==> src/hdl/okvt_pkg.sv <==
// Package for the ordered key/value table: beat structs, command and status codes,
// and the token that walks the row of cells during a search.
// Depends on nothing; every other file in hdl/ refers to it by scoped name.
package okvt_pkg;

   localparam int KEY_BITS   = 32;
   localparam int WORD_BITS  = 64;
   localparam int COUNT_BITS = 8;

   typedef logic [1:0] cmd_type;
   localparam cmd_type CMD_ADD    = 2'd0;
   localparam cmd_type CMD_FIND   = 2'd1;
   localparam cmd_type CMD_DELETE = 2'd2;
   localparam cmd_type CMD_CLEAR  = 2'd3;

   typedef logic [1:0] status_type;
   localparam status_type STATUS_OK      = 2'd0;
   localparam status_type STATUS_FULL    = 2'd1;
   localparam status_type STATUS_MISSING = 2'd2;

   typedef struct packed {
      cmd_type                     cmd;
      logic signed [KEY_BITS-1:0]  key;
      logic [WORD_BITS-1:0]        payload;
   } req_type;

   typedef struct packed {
      status_type                  status;
      logic [WORD_BITS-1:0]        found_value;
      logic [COUNT_BITS-1:0]       entry_count;
   } rsp_type;

   // Search token handed from one cell to the next, one cell per cycle.
   typedef struct packed {
      logic                        active;
      logic                        hit;
      logic [WORD_BITS-1:0]        value;
   } token_type;

endpackage

==> src/hdl/okvt_cell.sv <==
// One entry of the ordered key/value table: key and value registers plus one
// stage of the search token chain. Depends on okvt_pkg.
module okvt_cell #(
   parameter int TABLE_DEPTH = 128,
   parameter int VALUE_BITS  = 64,
   parameter int INDEX       = 0
) (
   input  logic                                clock,
   input  logic                                reset,
   input  logic [$clog2(TABLE_DEPTH+1)-1:0]    fill,
   input  logic                                add_we,
   input  logic [okvt_pkg::KEY_BITS-1:0]       add_key,
   input  logic [VALUE_BITS-1:0]               add_value,
   input  logic [okvt_pkg::KEY_BITS-1:0]       search_key,
   input  logic                                is_delete,
   input  okvt_pkg::token_type                 token_in,
   output okvt_pkg::token_type                 token_out,
   input  logic [okvt_pkg::KEY_BITS-1:0]       next_key,
   input  logic [VALUE_BITS-1:0]               next_value,
   output logic [okvt_pkg::KEY_BITS-1:0]       key_out,
   output logic [VALUE_BITS-1:0]               value_out
);

   localparam int CW = $clog2(TABLE_DEPTH+1);
   localparam logic [CW-1:0] MY_POS = CW'(INDEX);

   logic [okvt_pkg::KEY_BITS-1:0] key_ff;
   logic [VALUE_BITS-1:0]         value_ff;
   okvt_pkg::token_type           token_ff;
   okvt_pkg::token_type           token_in_next;
   logic                          valid;
   logic                          match;
   logic                          shift;

   assign valid = MY_POS < fill;
   assign match = token_in.active && valid && !token_in.hit && (key_ff == search_key);
   // On delete, the matching cell and every later cell take their upper neighbor.
   assign shift = token_in.active && is_delete && (token_in.hit || match);

   always_comb begin
      token_in_next.active = token_in.active;
      token_in_next.hit    = token_in.hit || match;
      token_in_next.value  = match ? okvt_pkg::WORD_BITS'(value_ff) : token_in.value;
   end

   always_ff @(posedge clock) begin
      if (add_we && (fill == MY_POS)) begin
         key_ff   <= add_key;
         value_ff <= add_value;
      end else if (shift) begin
         key_ff   <= next_key;
         value_ff <= next_value;
      end
   end

   always_ff @(posedge clock) begin
      if (reset) begin
         token_ff.active <= 1'b0;
      end else begin
         token_ff.active <= token_in_next.active;
      end
      token_ff.hit   <= token_in_next.hit;
      token_ff.value <= token_in_next.value;
   end

   assign token_out = token_ff;
   assign key_out   = key_ff;
   assign value_out = value_ff;

endmodule

==> config.mk <==
export PLATFORM = sky130hd
export DESIGN_NAME = okvt_cell
export DESIGN_NICKNAME = d
export VERILOG_FILES = /design/src/hdl/okvt_pkg.sv /design/src/hdl/okvt_cell.sv
export SDC_FILE = /design/constraint.sdc
export NUM_CORES = 1
export LEC_CHECK = 0
export BUFFER_PORTS_ARGS = -buffer_cell sky130_fd_sc_hd__buf_2
export CORE_AREA = 5 5 175 177
export DETAILED_ROUTE_END_ITERATION = 8
export DIE_AREA = 0 0 180 182
export PLACE_DENSITY = 0.57
export SYNTH_ARGS = -nofsm -noshare
export SYNTH_HDL_FRONTEND = slang
export SYNTH_SLANG_ARGS = --single-unit
==> constraint.sdc <==
create_clock -name clock -period 21 [get_ports clock]
set_input_delay 1.05 -clock clock [delete_from_list [all_inputs] [get_ports clock]]
set_output_delay 1.05 -clock clock [all_outputs]
set_load 0.1 [all_outputs]
# Yosys cells after proc, flatten, opt, wreduce, memory -nomap -nowiden
# Cells that the tools add are included.
word_totals:
  ff_bits: 162
  input_bits: 302
  output_inout_bits: 162
  word_cells: 22
op_classes:
  n_lt_le_gt_ge: 1
  eq_ne: 1
  mux: 5
  reduce_logical: 10
op_table:
  columns: ["op", "n"]
  rows:
  - ["two-way mux 64 bit", 3]
  - ["two-way mux 32 bit", 2]
  - ["== test 32 bit", 1]
  - ["zero test 8 bit", 1]
  - ["less-than comparator 1 x 8 -> 1 bit (first input constant)", 1]
  - ["logical AND 1 bit", 6]
  - ["nonzero test 2 bit", 1]
  - ["zero test 1 bit", 1]
  - ["logical OR 1 bit", 1]

# Logic depth before layout (Yosys ltp)
depth:
  word_depth: 8
  ltp_mapped: 6
  ltp_nobuf: 5

# Least setup slack after synthesis
# No wires, ideal clock.
synth_timing:
  kind: "input to register"
  from: "input search_key[18] (netlist name)"
  to: "register key_ff (netlist bit key_out[0]) (enable)"
  setup_ps: 683
  t_arrival_ps: 8785
  t_required_ps: 20317
  setup_slack_ps: 11531
  path_stages: 5
  path_buffers: 0
  path_cell_list: "xnor2_1 nand4_1 or4_4 o31a_1 o21ai_0"
synth_via:
  elab_chain_cells: 5
synth_rtl:
  columns: ["item", "line_no", "text"]
  rows:
  - ["start: declaration", "okvt_cell.sv:14", "input logic [okvt_pkg::KEY_BITS-1:0] search_key,"]
  - ["== test 32 bit", "okvt_cell.sv:36", "assign match = token_in.active && valid && !token_in.hit && (key_ff == search_key);"]
  - ["logical AND 1 bit", "okvt_cell.sv:36", null]
  - ["logical OR 1 bit", "okvt_cell.sv:38", "assign shift = token_in.active && is_delete && (token_in.hit || match);"]
  - ["logical AND 1 bit", "okvt_cell.sv:38", null]
  - ["nonzero test 2 bit (no line)", null, null]
  - ["end signal: assignment", "okvt_cell.sv:48", "key_ff <= add_key;"]
  - ["end signal: assignment", "okvt_cell.sv:51", "key_ff <= next_key;"]
  - ["end: declaration", "okvt_cell.sv:27", "logic [okvt_pkg::KEY_BITS-1:0] key_ff;"]
# No other way between the ends.
# A chain may end at the register's enable or synchronous reset.

# Worst setup path in the final report
layout_timing:
  from: "input search_key[20] (netlist name)"
  to: "register value_ff[2] (netlist: value_out[2]) (enable)"
layout_via:
  elab_chain_cells: 5
layout_rtl:
  columns: ["item", "line_no", "text"]
  rows:
  - ["== test 32 bit", "okvt_cell.sv:36", null]
  - ["logical AND 1 bit", "okvt_cell.sv:36", null]
  - ["logical OR 1 bit", "okvt_cell.sv:38", null]
  - ["logical AND 1 bit", "okvt_cell.sv:38", null]
  - ["nonzero test 2 bit (no line)", null, null]
  - ["end signal: assignment", "okvt_cell.sv:49", "value_ff <= add_value;"]
  - ["end signal: assignment", "okvt_cell.sv:52", "value_ff <= next_value;"]
  - ["end: declaration", "okvt_cell.sv:28", "logic [VALUE_BITS-1:0] value_ff;"]
# No other way between the ends.

==> results.yml <==
layout:
  num_antenna_cells: 0
  drive_gt1_frac: 0.7500
  fin_nets: 1165
  design_area_um2: 9877
  area_delta_synth_final_pct: 51.08
setup_path:
  critical_path_class: "in -> reg"
  required_ns: 21.04
  start_kind: "primary input"
  critical_path.max_stage_delay_ns: 0.62
  r2r-start: "key_out[20]"
  cp_cell_sequence: "buf_2 -> xor2_1 -> nor4_1 -> nand4_1 -> o31a_1 -> o21ai_4 -> buf_4 -> buf_4"
  crit_path_end_kind: "register"
  crit_family: "buffers and inverters"
  path_buf_inv: 3
  critical_path_arrival_ns: 4.24
  cp_slowest_cell: "buf_4"
  r2r_slack_ns: 17.08
  critPathLaunch: "search_key[20]"
  crit_fanout: 49
  crit_top_cell: "buf_4"
placed_design:
  dp_hpwl_mm: 17.74
  io_buffers: 463
  place.gp.congestion: 0.8393
  dpl_cell_area_um2: 9285
  pre_cts_ws_ns: 16.22
sta:
  setup_viol: 0
  tightest_slew_ns: 0.8700
  fin_ws_ns: 16.79
  holdWs_ns: 0.4641
  slew_headroom: 0.4181
  finalMaxSlewViolations: 0
  min_period_ns: 4.206
  finalSetupTns_ns: 0
  fmax_mhz: 237.7
  fin_worst_skew_ns: 0.01218
  fin_crit_sh: 0.2003
  finalHoldViolCount: 0
  grt_setup_unrepaired: "no"
grt:
  grt_max_degree: 55
  track_usage: 0.1269
  overflow: 0
  grt_pass1_vias: 5637
  antenna_found_initial: 1
  grt_pass1_wl_mm: 32.46
detailed_routing:
  drtPass1Iterations: 4
  wirelength_mm: 21.85
  ant_nets: 0
  vias: 5070
  wire_per_inst_um: 17.26
  drcViolationCount: 0
  dr.first_iter.drc_count: 116
  avgViaCountPerCell: 4.005
floorplanning:
  initial_core_util: 0.2248
  die_h_um: 182
  ios: 464
  die_area_um2: 32760
  core-area_um2: 29090
  die_w_um: 180
  num_rows: 63
cts:
  cts_tree: "done"
  clock_sinks: 162
  h-tree-depth: 4
  clock_path_buffers: 2
  clk_latency_ns: 0.41
  cts_resized: 0
  ctsHoldBuffers: 0
  path_clk_slew_ns: 0.07
  cts-buffers-inserted: 17
  post_cts_buffers: 0
  root_buffer: "clkbuf_16"
logic_synthesis:
  ys_seq_area_frac: 0.6431
  yosysWarningCount: 0
  netlist.area_leader.share: 0.4410
  synth_top_area_cell: "edfxtp_1"
  synthesis.nets: 695
  synth_area_leaders: "edfxtp_1, mux2_2, dfxtp_1"
  synth_seq_cells: 162
  avgSynthCellArea_um2: 16.63
  synthCells: 393
  synth.distinct_cells: 22
  syn_area_um2: 6538
hold_path:
  min_path_type: "reg -> reg"
  min_from: "value_out[14]"
run:
  max-cap-violations: 0
pwr:
  p_leak_uw: 0.004392
  vdd_drop_max_uv: 41.07
  power_density_nw_per_um2: 86.90
outcome:
  status: "finished clean"
## registers in the layout, indices dropped and copies added (netlist names)
register / cells
token_out: 66
value_out: 64
key_out: 32
## worst paths after layout
path,endpoint,cells after the start
setup / recovery,value_out[2],8
hold / removal,token_out[14],1
setup reg to reg,value_out[2],7
hold reg to reg,token_out[14],1
## cell usage after synthesis (all sizes together)
| master | instances |
|---|---|
| buf | 16 |
| dfxtp | 66 |
| edfxtp | 96 |
| inv | 2 |
| mux2 | 160 |
| nand2 | 3 |
| nand3 | 1 |
| nand4 | 2 |
| nor2 | 1 |
| nor2b | 1 |
| nor3 | 2 |
| nor4 | 6 |
| o21ai | 1 |
| o31a | 1 |
| or4 | 3 |
| xnor2 | 4 |
| xor2 | 28 |
## cell usage in the layout, fill, tap and decap left out, types with 2 or more instances in the layout
master      netlist  layout
xnor2_1           4       4
mux2_1            6       6
nand2_1           3       2
nand4_1           2       2
nor4_1            6       6
clkinvlp_4        0       3
edfxtp_1         96      96
inv_1             2       2
buf_2             1     463
mux2_2          154     154
buf_4             0       4
clkbuf_8          0       2
inv_6             0       3
clkinv_4          0       3
inv_8             0       3
clkbuf_16         0      17
or4_1             2       2
dfxtp_1          66      66
xor2_1           28      28
## cells by family after synthesis
family,after synthesis,share of synthesized area
AOI/OAI and AO/OA,2,0.002105
xor gates and xnor gates,32,0.04287
buffers and inverters,18,0.01741
DFF,162,0.6431
muxes,160,0.2756
and+or+nand+nor,19,0.01895
## metal layers
metal  wire [um]  global-route usage  vias to the layer above  part of all wire
li1            -                   -                     2411                 -
met3        2019             0.05008                       19             0.092
met2       10990              0.2215                      293              0.50
met4         441             0.04023                        0             0.020
met5           0                   0                        -                 0
met1        8407              0.1427                     2347              0.38
## worst reg2reg max path, delay by kind of cell (launching register included)
family / cells / cell delay [ns]
buf+inv: 2 / 1.21
compound gates: 2 / 0.67
xor+xnor: 1 / 0.17
simple gates: 2 / 0.98
flops: 1 / 0.44
## report_power, final
group / leakage [uW] / switching (uW) / internal (uW) / total, uW
Clock: 0.000283 / 139 / 174 / 313
Combinational: 0.00267 / 140 / 44.0 / 184
Sequential: 0.00144 / 7.55 / 354 / 361
## metrics by stage
stage          total power (uW)    util  instances
3_3_place_gp              553.6  0.3192       1234
5_1_grt                   893.2  0.3396       1266
3_5_place_dp              554.4  0.3192       1234
4_1_cts                   874.8  0.3396       1266
6_report                  858.3  0.3396       1266
2_1_floorplan             503.3       -        393
## cell type report
type / instances / area, um2
flip-flops and latches: 162 / 4204
fillers: 2937 / 19210
clock buffers: 19 / 452.9
inverters: 2 / 7.507
clock inverters: 13 / 138.9
well taps: 390 / 488.0
repair buffers: 467 / 2347
multi-input cells: 213 / 2238
Note: power is estimated with default switching activity, not from simulation.
